==> src/hw/rtl/csp_pkg.sv <==
// Shared widths, codes and types of the check sampling policy block.
package csp_pkg;

  localparam int TIME_W   = 32;
  localparam int TOTAL_W  = 64;
  localparam int CNT_W    = 32;
  localparam int CD_W     = 17;
  localparam int PV_W     = 16;
  localparam int LFSR_W   = 16;
  localparam int PCT_W    = 7;
  localparam int MASK_W   = 4;
  localparam int MODE_W   = 3;
  localparam int KIND_W   = 2;
  localparam int CFG_IDX_W = 2;
  localparam int SCALED_W = TIME_W + PCT_W;
  localparam int WIDE_W   = TOTAL_W + PCT_W;

  localparam int QDEPTH   = 2;
  localparam int PTR_W    = (QDEPTH > 1) ? $clog2(QDEPTH) : 1;
  localparam int QCNT_W   = $clog2(QDEPTH + 1);

  // Ratio tests compare SCALE * time against total * percent.
  localparam int SCALE    = 100;
  localparam int PCT_MIN  = 1;
  localparam int PCT_MAX  = 99;

  localparam logic ACT_ADD_TIME = 1'b0;
  localparam logic ACT_REQUEST  = 1'b1;

  localparam logic [MODE_W-1:0] MODE_NEVER    = 3'd0;
  localparam logic [MODE_W-1:0] MODE_ALWAYS   = 3'd1;
  localparam logic [MODE_W-1:0] MODE_BUDGET   = 3'd2;
  localparam logic [MODE_W-1:0] MODE_TIMING   = 3'd3;
  localparam logic [MODE_W-1:0] MODE_PERIODIC = 3'd4;
  localparam logic [MODE_W-1:0] MODE_RANDOM   = 3'd5;

  localparam logic [CFG_IDX_W-1:0] CFG_MASK   = 2'd0;
  localparam logic [CFG_IDX_W-1:0] CFG_MODE   = 2'd1;
  localparam logic [CFG_IDX_W-1:0] CFG_POLICY = 2'd2;
  localparam logic [CFG_IDX_W-1:0] CFG_SEED   = 2'd3;

  // Configuration the front end needs to classify an item.
  typedef struct packed {
    logic [MASK_W-1:0] mask;
    logic [PCT_W-1:0]  pct;
  } front_cfg_t;

  // One classified item on its way from the front end to the back end.
  typedef struct packed {
    logic                action;
    logic                enabled;
    logic [TIME_W-1:0]   ct;
    logic [TIME_W-1:0]   rt;
    logic [SCALED_W-1:0] ct100;
    logic [SCALED_W-1:0] prt;
  } op_t;

endpackage

==> src/hw/rtl/csp_front.sv <==
// Front end: accepts items, applies the kind mask and forms the scaled times.
module csp_front (
  input  logic                       in_valid,
  output logic                       in_ready,
  input  logic                       action,
  input  logic [csp_pkg::KIND_W-1:0] clause_kind,
  input  logic [csp_pkg::TIME_W-1:0] clause_time,
  input  logic [csp_pkg::TIME_W-1:0] routine_time,
  input  csp_pkg::front_cfg_t        fcfg,
  input  logic                       q_full,
  output logic                       push,
  output csp_pkg::op_t               push_op
);
  import csp_pkg::*;

  assign in_ready = !q_full;
  assign push     = in_valid && !q_full;

  always_comb begin
    push_op.action  = action;
    push_op.enabled = fcfg.mask[clause_kind];
    push_op.ct      = clause_time;
    push_op.rt      = routine_time;
    push_op.ct100   = clause_time * SCALED_W'(SCALE);
    push_op.prt     = routine_time * fcfg.pct;
  end

endmodule

==> config.mk <==
export PLATFORM = sky130hd
export DESIGN_NAME = csp_front
export DESIGN_NICKNAME = d
export VERILOG_FILES = /design/src/hw/rtl/csp_pkg.sv /design/src/hw/rtl/csp_front.sv
export SDC_FILE = /design/constraint.sdc
export NUM_CORES = 1
export LEC_CHECK = 0
export CELL_PAD_IN_SITES_DETAIL_PLACEMENT = 0
export CELL_PAD_IN_SITES_GLOBAL_PLACEMENT = 1
export CORE_ASPECT_RATIO = 1.1
export CORE_UTILIZATION = 45
export DETAILED_ROUTE_END_ITERATION = 16
export DONT_BUFFER_PORTS = 1
export GPL_ROUTABILITY_DRIVEN = 0
export PLACE_DENSITY_LB_ADDON = 0.05
export SLEW_MARGIN = 30
export SYNTH_ARGS = -nofsm -noshare
export SYNTH_HDL_FRONTEND = slang
export SYNTH_SLANG_ARGS = --single-unit
==> constraint.sdc <==
create_clock -name vclk -period 6.2
set_clock_uncertainty 0.2 [all_clocks]
set_input_delay 0.31 -clock vclk [all_inputs]
set_output_delay 0.31 -clock vclk [all_outputs]
set_load 0.03 [all_outputs]
==> results of run 1 <==
==> per-layer routing <==
metal / share of wire [%] / GRT usage, % / routed length, microns
met5: 0 / 0 / 0
met1: 51 / 32.0 / 14000
met3: 3.9 / 2.18 / 1080
met4: 1.2 / 2.26 / 336
met2: 44 / 35.9 / 12200
==> final cells by class <==
class,count,share of cell area [%]
Inverter,283,9.56
Multi-Input combinational cell,1002,86.5
Tap cell,310,3.49
Timing Repair Buffer,6,0.405
==> cell usage in the layout, fill, tap and decap left out, types with 3 or more instances in the layout <==
| master | instances |
|---|---|
| ha_1 | 157 |
| a221o_1 | 3 |
| nand2b_1 | 5 |
| inv_1 | 283 |
| o21bai_1 | 8 |
| o21ai_1 | 3 |
| a21oi_1 | 68 |
| a211oi_1 | 10 |
| nor4_1 | 3 |
| buf_4 | 6 |
| nand2_1 | 106 |
| a31oi_1 | 10 |
| fa_1 | 176 |
| nand4_1 | 12 |
| xor2_1 | 24 |
| nor2_1 | 36 |
| a21oi_2 | 3 |
| a21o_1 | 26 |
| and2_1 | 173 |
| xnor2_1 | 36 |
| nor2b_1 | 6 |
| o21a_1 | 5 |
| a21o_2 | 3 |
| o211ai_1 | 8 |
| o21ai_0 | 37 |
| nor3_1 | 7 |
| and3_1 | 7 |
| o31ai_1 | 3 |
| nand3_1 | 12 |
==> stage by stage <==
| step | util [%] | cell area [sq um] |
|---|---|---|
| 2_1_floorplan | - | 11400 |
| 3_3_place_gp | 45.0 | 11100 |
| 3_5_place_dp | 45.0 | 11100 |
| 4_1_cts | 45.0 | 11100 |
| 5_1_grt | 45.0 | 11100 |
| 6_report | 45.0 | 11100 |
==> path summary, 6_finish.rpt <==
path | endpoint | from | cells after the start
worst max-delay path | push_op[38] | routine_time[3] | 18
worst min-delay path | push_op[128] | clause_time[18] | 0
==> cells in the mapped netlist (3+ instances only) <==
master / count / area share [%]
o211ai_1: 8 / 0.53
nor2_1: 36 / 1.2
inv_1: 283 / 9.3
nand2b_1: 5 / 0.27
o31ai_1: 3 / 0.20
fa_1: 176 / 31
o311ai_0: 3 / 0.23
a21oi_2: 3 / 0.23
a211oi_1: 10 / 0.66
nand3_1: 12 / 0.53
and2_1: 173 / 9.5
o21ai_1: 3 / 0.13
a221o_1: 3 / 0.26
o21a_1: 5 / 0.33
a31oi_1: 10 / 0.55
clkbuf_1: 35 / 1.2
nand4_1: 12 / 0.66
xor2_1: 24 / 1.8
o21ai_0: 37 / 1.6
and3_1: 7 / 0.38
nor2b_1: 6 / 0.33
ha_1: 157 / 17
nor4_1: 3 / 0.16
a21o_1: 26 / 1.7
nor3_1: 7 / 0.31
nand2_1: 106 / 3.5
buf_4: 71 / 4.7
o21bai_1: 8 / 0.53
a21o_2: 3 / 0.23
xnor2_1: 36 / 2.8
a21oi_1: 68 / 3.0
==> power by group through the flow <==
stage / logic (mW) / registers [mW] / clock network, mW
after CTS: 4.94 / 0 / 0
after global routing: 5.45 / 0 / 0
after global placement: 4.92 / 0 / 0
after detailed placement: 4.91 / 0 / 0
final: 4.92 / 0 / 0
after floorplan: 4.16 / 0 / 0
==> kinds of logic (layout without fill, tap and decap cells) <==
kind of cell             after synthesis  in the layout  share of synthesized area (%)
buffers and inverters                394            289                           15.7
AND/OR/NAND/NOR                      383            383                           18.0
multiplexers                           3              3                          0.373
AO/OA/AOI/OAI                        221            221                           13.2
adder cells (fa/ha/maj)              333            333                           48.2
other                                  1              2                         0.0329
XOR/XNOR                              60             60                           4.61
==> metrics.txt, run 1 <==
Fillers 2587; WS Path Type in -> out; post-CTS sizing 0; Logic pwr share 100.0%; vias in the first global route 8847; initial DRC count 316; largest net degree at the start of global routing 33; CP Data Required Time 5.69 ns; Die ar. 26000 sq um; core area 24700 sq um; WP data arrival 5.07 ns; max-cap violations 0; IO Pins 226; Sw Share 69.3%; Yosys cell types 75; placed cells 1601; Slew HR 45.5%; Pwr Total 4.92 mW; LEAKAGE 5.90 nW; Bufs and invs on worst path 5; Post-CTS Setup Inserts 0; DR DRC count 0; status completed; Yosys warnings 0; # setup viols final 0; IR drop worst, VDD 0.339 mV; Sequential cell area 0 sq um; unrepaired setup endpoints after global routing false; critical path cell sequence and2_1 -> fa_1 -> inv_1 -> fa_1 -> inv_1 -> fa_1 -> inv_1 -> fa_1 -> inv_1 -> ha_1 -> a21o_1 -> a221o_1 -> a211oi_4 -> a21oi_2 -> a31oi_1 -> o21ai_1 -> xnor2_1 -> buf_4; Initial Util 46.1%; Slowest-stage cell, CP fa_1; FFs & Latches 0; pre-CTS setup slack 0.566 ns; area of the multi-input gates 9620 sq um; CP top delay family adder cells; Die Width 154 microns; setup ws final 0.623 ns; CP startpoint kind primary input; via count 8447; Routed WL 27600 microns; Synth Area per Inst 8.17 sq um; Net Sw Power 3.41 mW; Clk pwr share 0%; Tightest Pin Transition 0.811 ns; WL per Instance 17.2 microns; register area share after synthesis 0%; final-report hold violation count 0; Final ANT Viol Nets 0; Final nets 1706; slowest cell delay on critical path 0.53 ns; Finished Layout Cells 1601; sequential share of power 0%; die height 169 microns; via/cell ratio 5.28; Setup TNS Final 0 ns; I/O Buffers 0; period utilization 89.9%; number of clock buffers in the layout 0; drt pass-1 iters 5; CTS Hold Buffers Added 0; Hold Slack 0.420 ns; ant diodes 0; initial antenna violation count 0; area grow syn2layout -2.45%; GR Overflow Total 0; FP Rows 60; Worst setup EP type output pin; fmax 179 MHz; Post-Syn Instances 1395; CP Max Fanout 8; overall routing resource usage 21.8%; proportion of layout cells with a drive suffix above 1 2.17%; cell area after synthesis 11400 sq um; first-pass GRT wire length 46200 microns; HP Class in -> out; pwr/cell area 442 nW/um^2; DP HPWL 23200 microns; Final min period 5.58 ns; Pint 1.51 mW; max-slew violation count 0
Note: power is estimated with default switching activity, not from simulation.
==> inputs of run 2 (changes only) <==
- BUFFER_PORTS_ARGS: not set -> -buffer_cell sky130_fd_sc_hd__buf_2
- CORE_UTILIZATION: 45 -> 44
- DONT_BUFFER_PORTS: 1 -> not set
==> metrics.txt, run 2 (synthesized netlist as in run 1, its figures left out) <==
ant diodes 0 (unchanged); hold_sp action (was clause_time[18]); Final min period 5.79 ns (was 5.58 ns); I/O Buffers 222 (was 0); GR Overflow Total 0 (unchanged); CP Data Required Time 5.69 ns (about the same); commonest non-fill, non-tap cells in the layout inv_1, buf_2, fa_1, and2_1, ha_1 (was inv_1, fa_1, and2_1, ha_1, nand2_1); CTS Hold Buffers Added 0 (unchanged); die height 171 microns (was 169 microns); HP Class in -> out (unchanged); Final ANT Viol Nets 0 (unchanged); pwr/cell area 445 nW/um^2 (was 442 nW/um^2); largest net degree at the start of global routing 33 (unchanged); Finished Layout Cells 1861 (was 1601); unrepaired setup endpoints after global routing false (unchanged); Tightest Pin Transition 0.683 ns (was 0.811 ns); drt pass-1 iters 4 (was 5); commonest non-fill, non-tap cell in the layout inv_1 (unchanged); max-slew violation count 0 (unchanged); Clk pwr share 0% (about the same); CP Max Fanout 20 (was 8); max-cap violations 0 (unchanged); Initial Util 45.0% (was 46.1%); post-CTS sizing 0 (unchanged); placed cells 1861 (was 1601); WP data arrival 5.28 ns (was 5.07 ns); initial antenna violation count 2 (was 0); Die Width 155 microns (was 154 microns); FP Rows 61 (was 60); Worst setup EP type output pin (unchanged); IR drop worst, VDD 0.546 mV (was 0.339 mV); vias in the first global route 9324 (was 8847); period utilization 93.3% (was 89.9%); CP startpoint fcfg[5] (was routine_time[3]); final-report hold violation count 0 (unchanged); Pint 1.87 mW (was 1.51 mW); Sw Share 65.8% (was 69.3%); Setup TNS Final 0 ns (unchanged); WL per Instance 15.0 microns (was 17.2 microns); hold depth 0 (unchanged); Final nets 1930 (was 1706); Die ar. 26500 sq um (was 26000 sq um); fmax 173 MHz (was 179 MHz); IO Pins 226 (unchanged); LEAKAGE 6.78 nW (was 5.90 nW); core area 25300 sq um (was 24700 sq um); Slew HR 53.9% (was 45.5%); Routed WL 27900 microns (was 27600 microns); Fillers 2638 (was 2587); DP HPWL 24100 microns (was 23200 microns); Logic pwr share 100.0% (about the same); sequential share of power 0% (about the same); Net Sw Power 3.60 mW (was 3.41 mW); DR DRC count 0 (unchanged); status completed (unchanged); number of clock buffers in the layout 0 (unchanged); FFs & Latches 0 (unchanged); Sequential cell area 0 sq um (unchanged); area grow syn2layout 7.76% (was -2.45%); overall routing resource usage 21.6% (was 21.8%); initial DRC count 306 (was 316); # setup viols final 0 (unchanged); CP startpoint kind primary input (unchanged); via count 9216 (was 8447); WS Path Type in -> out (unchanged); via/cell ratio 4.95 (was 5.28); Post-CTS Setup Inserts 0 (unchanged); proportion of layout cells with a drive suffix above 1 16.6% (was 2.17%); first-pass GRT wire length 47000 microns (was 46200 microns)
run 2: cell types whose count changed in the layout (fill, tap and decap cells not counted):
| cell | before | now |
|---|---|---|
| a21boi_1 | 1 | 0 |
| buf_4 | 6 | 8 |
| o311ai_2 | 1 | 0 |
| o311ai_0 | 2 | 3 |
| a21boi_0 | 0 | 1 |
| buf_2 | 0 | 222 |
run 2: worst paths after layout:
kind	slack, ns	to
hold / removal	0.42	push_op[143]
setup / recovery	0.41	push_op[36]
run 2: area by class of cell:
class              count  area, sq um  share of cell area (%)
repair buffers       230         1170                    9.54
well taps            346          433                    3.53
multi-input cells   1002         9610                    78.3
inverters            283         1060                    8.65
run 2: critical path, stage by stage:
cell and delay, ns:
buf_2 0.22, buf_4 0.28, and2_1 0.18, fa_1 0.44
fa_1 0.51, fa_1 0.54, inv_1 0.05, fa_1 0.53
inv_1 0.04, ha_1 0.34, a21oi_1 0.33, o21ai_0 0.24
o31a_1 0.35, nor2b_1 0.13, a31oi_1 0.32, o21bai_1 0.12
xor2_1 0.13, buf_2 0.21
run 2: per-stage QoR:
stage               worst slack (ns)  area, sq um  total power, mW  hold slack (ns)  util (%)
floorplan                      0.575        11400             4.16            0.530         -
global placement               0.415        12300             5.48            0.420      48.5
detailed placement             0.383        12300             5.47            0.420      48.5
CTS                            0.372        12300             5.50            0.420      48.5
global route                  0.0702        12300             6.04            0.420      48.5
finish                         0.414        12300             5.46            0.420      48.5
run 2: power by group through the flow:
stage / combinational [mW] / sequential [mW] / clock, mW
after floorplan: 4.16 / 0 / 0
after global placement: 5.48 / 0 / 0
after detailed placement: 5.47 / 0 / 0
after CTS: 5.50 / 0 / 0
after global routing: 6.04 / 0 / 0
final: 5.46 / 0 / 0
run 2: routing by layer:
layer  GRT usage (%)  wire length, microns
met1            32.6                 14400
met2            35.7                 12500
met3            1.14                   870
met4           0.767                    74
met5               0                    13
