===== src/hw/rtl/csp_pkg.sv =====
// Shared widths, codes and types of the check sampling policy block.
package csp_pkg;

  localparam int TIME_W   = 32;
  localparam int TOTAL_W  = 64;
  localparam int CNT_W    = 32;
  localparam int CD_W     = 17;
  localparam int PV_W     = 16;
  localparam int LFSR_W   = 16;
  localparam int PCT_W    = 7;
  localparam int MASK_W   = 4;
  localparam int MODE_W   = 3;
  localparam int KIND_W   = 2;
  localparam int CFG_IDX_W = 2;
  localparam int SCALED_W = TIME_W + PCT_W;
  localparam int WIDE_W   = TOTAL_W + PCT_W;

  localparam int QDEPTH   = 2;
  localparam int PTR_W    = (QDEPTH > 1) ? $clog2(QDEPTH) : 1;
  localparam int QCNT_W   = $clog2(QDEPTH + 1);

  // Ratio tests compare SCALE * time against total * percent.
  localparam int SCALE    = 100;
  localparam int PCT_MIN  = 1;
  localparam int PCT_MAX  = 99;

  localparam logic ACT_ADD_TIME = 1'b0;
  localparam logic ACT_REQUEST  = 1'b1;

  localparam logic [MODE_W-1:0] MODE_NEVER    = 3'd0;
  localparam logic [MODE_W-1:0] MODE_ALWAYS   = 3'd1;
  localparam logic [MODE_W-1:0] MODE_BUDGET   = 3'd2;
  localparam logic [MODE_W-1:0] MODE_TIMING   = 3'd3;
  localparam logic [MODE_W-1:0] MODE_PERIODIC = 3'd4;
  localparam logic [MODE_W-1:0] MODE_RANDOM   = 3'd5;

  localparam logic [CFG_IDX_W-1:0] CFG_MASK   = 2'd0;
  localparam logic [CFG_IDX_W-1:0] CFG_MODE   = 2'd1;
  localparam logic [CFG_IDX_W-1:0] CFG_POLICY = 2'd2;
  localparam logic [CFG_IDX_W-1:0] CFG_SEED   = 2'd3;

  // Configuration the front end needs to classify an item.
  typedef struct packed {
    logic [MASK_W-1:0] mask;
    logic [PCT_W-1:0]  pct;
  } front_cfg_t;

  // One classified item on its way from the front end to the back end.
  typedef struct packed {
    logic                action;
    logic                enabled;
    logic [TIME_W-1:0]   ct;
    logic [TIME_W-1:0]   rt;
    logic [SCALED_W-1:0] ct100;
    logic [SCALED_W-1:0] prt;
  } op_t;

endpackage


===== src/hw/rtl/csp_queue.sv =====
// Short queue of classified items between the front end and the back end.
module csp_queue (
  input  logic         clk,
  input  logic         rst,
  input  logic         push,
  input  csp_pkg::op_t push_op,
  output logic         q_full,
  input  logic         pop,
  output logic         head_valid,
  output csp_pkg::op_t head_op
);
  import csp_pkg::*;

  op_t               entries [QDEPTH];
  logic [PTR_W-1:0]  wr_ptr;
  logic [PTR_W-1:0]  rd_ptr;
  logic [QCNT_W-1:0] count;

  function automatic logic [PTR_W-1:0] ptr_inc(input logic [PTR_W-1:0] p);
    ptr_inc = (p == PTR_W'(QDEPTH - 1)) ? '0 : p + 1'b1;
  endfunction

  assign q_full     = (count == QCNT_W'(QDEPTH));
  assign head_valid = (count != '0);
  assign head_op    = entries[rd_ptr];

  always_ff @(posedge clk) begin
    if (push) begin
      entries[wr_ptr] <= push_op;
    end
  end

  always_ff @(posedge clk) begin
    if (rst) begin
      wr_ptr <= '0;
      rd_ptr <= '0;
      count  <= '0;
    end else begin
      if (push) begin
        wr_ptr <= ptr_inc(wr_ptr);
      end
      if (pop) begin
        rd_ptr <= ptr_inc(rd_ptr);
      end
      if (push && !pop) begin
        count <= count + 1'b1;
      end else if (pop && !push) begin
        count <= count - 1'b1;
      end
    end
  end

endmodule


===== config.mk =====
export PLATFORM = sky130hd
export DESIGN_NAME = csp_queue
export DESIGN_NICKNAME = d
export VERILOG_FILES = /design/src/hw/rtl/csp_pkg.sv /design/src/hw/rtl/csp_queue.sv
export SDC_FILE = /design/constraint.sdc
export NUM_CORES = 1
export LEC_CHECK = 0
export ABC_AREA = 0
export BUFFER_PORTS_ARGS = -buffer_cell sky130_fd_sc_hd__buf_2
export CELL_PAD_IN_SITES_DETAIL_PLACEMENT = 2
export CELL_PAD_IN_SITES_GLOBAL_PLACEMENT = 2
export CORE_UTILIZATION = 35
export CTS_CLUSTER_SIZE = 25
export DETAILED_ROUTE_END_ITERATION = 8
export PLACE_DENSITY = 0.76
export SYNTH_ARGS = -nofsm -noshare
export SYNTH_HDL_FRONTEND = slang
export SYNTH_SLANG_ARGS = --single-unit

===== constraint.sdc =====
create_clock -name clk -period 9 [get_ports clk]
set_input_delay 1.8 -clock clk [delete_from_list [all_inputs] [get_ports clk]]
set_output_delay 1.8 -clock clk [all_outputs]
set_load 0.01 [all_outputs]

==> results of run 1 <==
## critical path, delay by kind of cell (launching register included)
family / cells / cell delay [ps]
buffers and inverters: 2 / 930
muxes: 1 / 440
DFF: 1 / 590
## layout by cell type (no fill, tap or decap), drive strengths merged, types with 2 or more instances in the layout
cell	n
buf	299
edfxtp	288
mux2	144
clkbuf	37
clkinv	15
dfxtp	5
nor2	4
diode	2
xor2	2
xnor2	2
nor2b	2
## cells by family (layout without fill, tap and decap cells)
logic type                 after synthesis  in the layout  share of synthesized area
AOI/OAI and AO/OA                        2              2                   0.000923
xor gates and xnor gates                 4              4                    0.00323
adders and majority gates                1              1                    0.00115
buffers and inverters                   17            352                     0.0124
DFF                                    293            293                      0.808
muxes                                  144            144                      0.170
other                                    0              2                          0
and+or+nand+nor                          9              9                    0.00427
## worst max path at each step
stage	startpoint	endpoint	slack, ps	cells past startpoint
CTS	flip-flop	head_op[142]	4500	3
global route	flip-flop	head_op[142]	4420	3
global placement	flip-flop	head_op[125]	5150	3
finish	flip-flop	head_op[142]	4590	3
detailed placement	flip-flop	head_op[124]	5120	3
floorplan	push	entries[0][0]	300	1
## layout make-up
class                      count  area (µm²)  area share
inverter                       1        3.75    0.000276
antenna                        2        5.00    0.000368
timing repair buffer         299        1510       0.111
tap                          396         495      0.0365
clock buffer                  37         798      0.0587
clock inverter                15        65.1     0.00479
multi-input combinational    160        1960       0.144
sequential                   293        8750       0.644
## state kept, by name (all words and copies together) (netlist names), named ones only
name	flops
count	2
rd_ptr	1
wr_ptr	1
entries	288
## per-stage QoR
step | cells | util
final | 1203 | 0.445
after global routing | 1201 | 0.445
after CTS | 1201 | 0.445
after detailed placement | 1149 | 0.417
after global placement | 1149 | 0.417
after floorplan | 470 | -
## power by group
group          internal (µW)  switching (µW)
clock                    621             485
combinational            166             182
sequential              1600            27.8
total                   2380             695
## metal layers
metal | GRT usage | wire [µm] | vias up
met5 | 0 | 13 | -
met4 | 0.0381 | 514 | 2
met3 | 0.0473 | 2180 | 42
met2 | 0.280 | 13100 | 238
met1 | 0.176 | 9330 | 2792
li1 | - | - | 2500
==> metrics.md, run 1 <==
| Metric | Value |
|---|---|
| Dpl cell area | about 13000 µm² |
| Synth-to-Final Area Change | 25.5% |
| Register-to-Register Path Depth | 2 |
| All-Layer GR Usage | 0.154 |
| Crit Path Max Fanout | 61 |
| RSZ-0062 raised after global routing | no |
| Final Cell Area | ~14000 µm² |
| First-pass GRT wire length | around 36000 µm |
| Clk root buf | clkbuf_16 |
| Max-cap viol count | 0 |
| CTS Hold Buffers Added | 0 |
| Setup crit start kind | flip-flop |
| Pleak | 0.00517 µW |
| Hold path endpoint | rd_ptr |
| CP max stage cell | buf_4 |
| Final period util | 0.490 |
| Worst EP arrival | 2610 ps |
| Ys Warns | 0 |
| Worst hold-check path type | flip-flop to flip-flop |
| Worst vdd ir | around 160 µV |
| Vias in the first global route | between 6000 and 7000 |
| Number of synthesized flops with an enable pin | approximately 290 |
| Layout cells sized above 1 | 0.599 |
| Fill cell count | a little under 3000 |
| Area leader, netlist | edfxtp_1 |
| Worst slew pin tran | slightly above 1000 ps |
| Clock buffer count from CTS | 31 |
| Drc violations | 0 |
| Hold Worst Slack | 521 ps |
| Top cells by count, synth | edfxtp_1, mux2_2, mux2_4 |
| Asr flop ratio synth | 0 |
| Slew margin rel. | 0.320 |
| Status | complete, no violations |
| Hpwl dp | 17100 µm |
| Synth top area share | 0.798 |
| GR Overflow Total | 0 |
| PortBufs | roughly 290 |
| Number of synthesized register bits | between 200 and 300 |
| FF-to-FF End | entries[0][90] |
| Main synth FF type | edfxtp_1 |
| Setup Viol. Count Final | 0 |
| Final max-slew violation count | 0 |
| Yosys cell types | 17 |
| Starting DRT DRC Count | between 300 and 400 |
| Tmin final | 4410 ps |
| Synthesized cell area | roughly 11000 µm² |
| Crit path kind | flip-flop to primary output |
| Die ar. | about 32000 µm² |
| Skew final | 7.49 ps |
| Drt first pass iters | 4 |
| Final WS setup | between 4000 and 5000 ps |
| Final nets | a little over 900 |
| Final Total Pwr | between 3000 and 4000 µW |
| Core box area | between 30000 and 40000 µm² |
| Flop2flop setup slack | around 7000 ps |
| Total wire length | between 20000 and 30000 µm |
| Sink Count | slightly below 300 |
| Largest net degree at the start of global routing | slightly above 70 |
| Htree depth | 1 |
| Setup TNS | 0 ps |
| RR Startpoint | wr_ptr |
| Crit path largest cell delay | 790 ps |
| Insertion delay to the later sink of the worst-skew pair | 540 ps |
| Rows | between 60 and 70 |
| WL per Instance | 20.9 µm |
| Die height | 178 µm |
| Post-Syn Instances | between 400 and 500 |
| PD cells | roughly 230 nW/µm² |
| Crit path cell chain | buf_4 > mux2_2 > buf_2 |
| Vias | around 5600 |
| Sequential fraction of the synthesis area | 0.808 |
| Min-delay src | rd_ptr |
| Mean post-synth cell area | between 20 and 25 µm² |
| DR vias/cell | approximately 4.6 |
| Antenna Nets Post-Route | 0 |
| GPL Wtd Cong | 0.685 |
| Final hold viol count | 0 |
| Initial antenna violation count | 3 |
| Die width | around 180 µm |
| Initial Utilization | 0.355 |
| Syn_nets | between 600 and 700 |
| IO Pins | 294 |
| CTS Buffer Depth | 3 |
| Critical Path RT | about 7200 ps |
| Worst Setup End Kind | primary output |
| Number of gates resized after cts | 0 |
| Postcts setup bufs | 0 |
| Maximum clock frequency | 0.227 GHz |
| Worst slack, placed | slightly above 5000 ps |
| Hold Path Depth | 2 |
| Clock-pin slew on the worst setup and hold paths | about 50 ps |
| Synth top area cells | edfxtp_1, mux2_2, mux2_4, dfxtp_1, buf_6 |
| Most common cell in the netlist | edfxtp_1 |
| CTS tree | done |
No activity file was read; power rests on OpenSTA's default activity.
==> inputs of run 2 (changes only) <==
- clock period: 9 -> 3.9 ns (I/O delays scaled with it)
==> run 2 against run 1 <==
  * Hold slack worse by 98 ps
  * Register-to-register slack worse by 4800 ps
  * Die area unchanged
  * Power up 130%
  * Via count down 1.1%
  * Combinational power up 130%
  * Cell area up 0.73%
  * Sequential power up 130%
  * Sequential share of layout area down 0.46 points
  * Critical path type unchanged
  * Highest routed layer unchanged
==> metrics.md, run 2 (synthesis results as in run 1) <==
| Metric | Value |
|---|---|
| Vias | 5513 |
| Final max-slew violation count | 0 |
| Clk root buf | clkbuf_16 |
| Layout cells sized above 1 | 0.596 |
| Critical Path RT | about 3100 ps |
| Skew final | 8.69 ps |
| Final nets | between 900 and 1000 |
| Starting DRT DRC Count | roughly 270 |
| Delay-heaviest family, CP | buffers and inverters |
| Max reg flops | 288 |
| Crit path largest cell delay | 440 ps |
| CTS Hold Buffers Added | 0 |
| Pleak | around 0.0052 µW |
| Hold Path Depth | 1 |
| Setup crit start kind | flip-flop |
| Rows | 64 |
| CP max stage cell | buf_4 |
| Drc violations | 0 |
| Htree depth | 1 |
| Number of gates resized after cts | 0 |
| Core box area | slightly above 30000 µm² |
| Initial Utilization | 0.355 |
| Drt first pass iters | 4 |
| First-pass GRT wire length | approximately 36000 µm |
| Most frequent cells in the layout | buf_2, edfxtp_1, mux2_2, mux2_4, clkbuf_16 |
| Status | complete, no violations |
| Postcts setup bufs | 0 |
| PortBufs | about 300 |
| CTS tree | done |
| Max-cap viol count | 0 |
| Antenna Nets Post-Route | 0 |
| Core Util, Final | 0.449 |
| CP Buf/Inv Count | 2 |
| Maximum clock frequency | around 0.36 GHz |
| Worst hold-check path type | input pin to flip-flop |
| Largest net degree at the start of global routing | 120 |
| Hold Worst Slack | 423 ps |
| Worst vdd ir | 262 µV |
| Insertion delay to the later sink of the worst-skew pair | about 540 ps |
| RSZ-0062 raised after global routing | no |
| Commonest non-fill, non-tap cell in the layout | buf_2 |
| Hpwl dp | about 18000 µm |
| Final period util | 0.708 |
| Top reg by flops | entries |
| GPL Wtd Cong | 0.729 |
| PD cells | between 500 and 600 nW/µm² |
| All-Layer GR Usage | 0.155 |
| Clock buffer count from CTS | 31 |
| DR vias/cell | 4.56 |
| Setup TNS | 0 ps |
| Hold path endpoint | entries[0][90] |
| Min-delay src | push_op[90] |
| Busiest grt layer | met2 |
| Die ar. | roughly 32000 µm² |
| FF-to-FF End | entries[1][72] |
| Initial antenna violation count | 6 |
| Worst EP arrival | 1980 ps |
| Final hold viol count | 0 |
| Die width | ~180 µm |
| Largest regs | entries x288, count x2 |
| Clock-pin slew on the worst setup and hold paths | roughly 60 ps |
| IO Pins | 294 |
| Crit path cell chain | buf_4 > mux2_2 > buf_2 |
| Total wire length | about 26000 µm |
| Fill cell count | ~2900 |
| Sink Count | slightly below 300 |
| Die height | about 180 µm |
| GRT met3 Usage | 0.0484 |
| Setup Viol. Count Final | 0 |
| Register-to-Register Path Depth | 2 |
| Synth-to-Final Area Change | 26.4% |
| WL per Instance | ~21 µm |
| Slew margin rel. | 0.537 |
| GR Overflow Total | 0 |
| Crit path kind | flip-flop to primary output |
| Vias in the first global route | approximately 6000 |
| GR Util met1 | 0.173 |
| Flop2flop setup slack | 2190 ps |
| Crit Path Max Fanout | 36 |
| Worst Setup End Kind | primary output |
| RR Startpoint | wr_ptr |
| Tmin final | ~2800 ps |
| Worst slew pin tran | ~700 ps |
| CTS Buffer Depth | 3 |
| Met2 GRT Util | 0.283 |
==> run 2: final cells by class <==
class                   count  area (µm²)  share of cell area
repair buffers            301        1580               0.115
inverters                   1        3.75            0.000274
clock inverters             8        57.6             0.00420
clock buffers              46         832              0.0608
diodes                      5        12.5            0.000914
well taps                 396         495              0.0362
multi-input cells         160        1960               0.143
flip-flops and latches    293        8750               0.639
==> run 2: where the power goes <==
group	switching [µW]	leakage (µW)	internal (µW)
Sequential	59.8	0.00275	3680
Combinational	425	0.00203	391
Clock	1110	0.000427	1520
==> run 2: per-layer routing <==
| layer | wire length, µm | vias to the layer above |
|---|---|---|
| li1 | - | 2517 |
| met1 | 9540 | 2742 |
| met2 | 13300 | 208 |
| met3 | 2080 | 44 |
| met4 | 588 | 2 |
| met5 | 8 | - |
==> run 2: how the worst max path moves through the flow <==
stage | from | endpoint | slack [ps] | depth (start not counted)
3_5_place_dp | push | entries[1][74] | 1670 | 3
4_1_cts | flip-flop | head_op[140] | 1100 | 3
6_report | flip-flop | head_op[140] | 1140 | 3
2_1_floorplan | push | entries[0][0] | 530 | 1
5_1_grt | flip-flop | head_op[141] | 1040 | 3
3_3_place_gp | push | entries[1][74] | 1680 | 3
==> run 2: stage by stage <==
stage	area (µm²)	power, µW	std cells	setup WS [ps]
2_1_floorplan	10800	4270	470	525
3_3_place_gp	12800	4600	1151	1680
3_5_place_dp	12800	4640	1151	1670
4_1_cts	13700	7300	1205	1100
5_1_grt	13700	7460	1208	1040
6_report	13700	7190	1210	1140
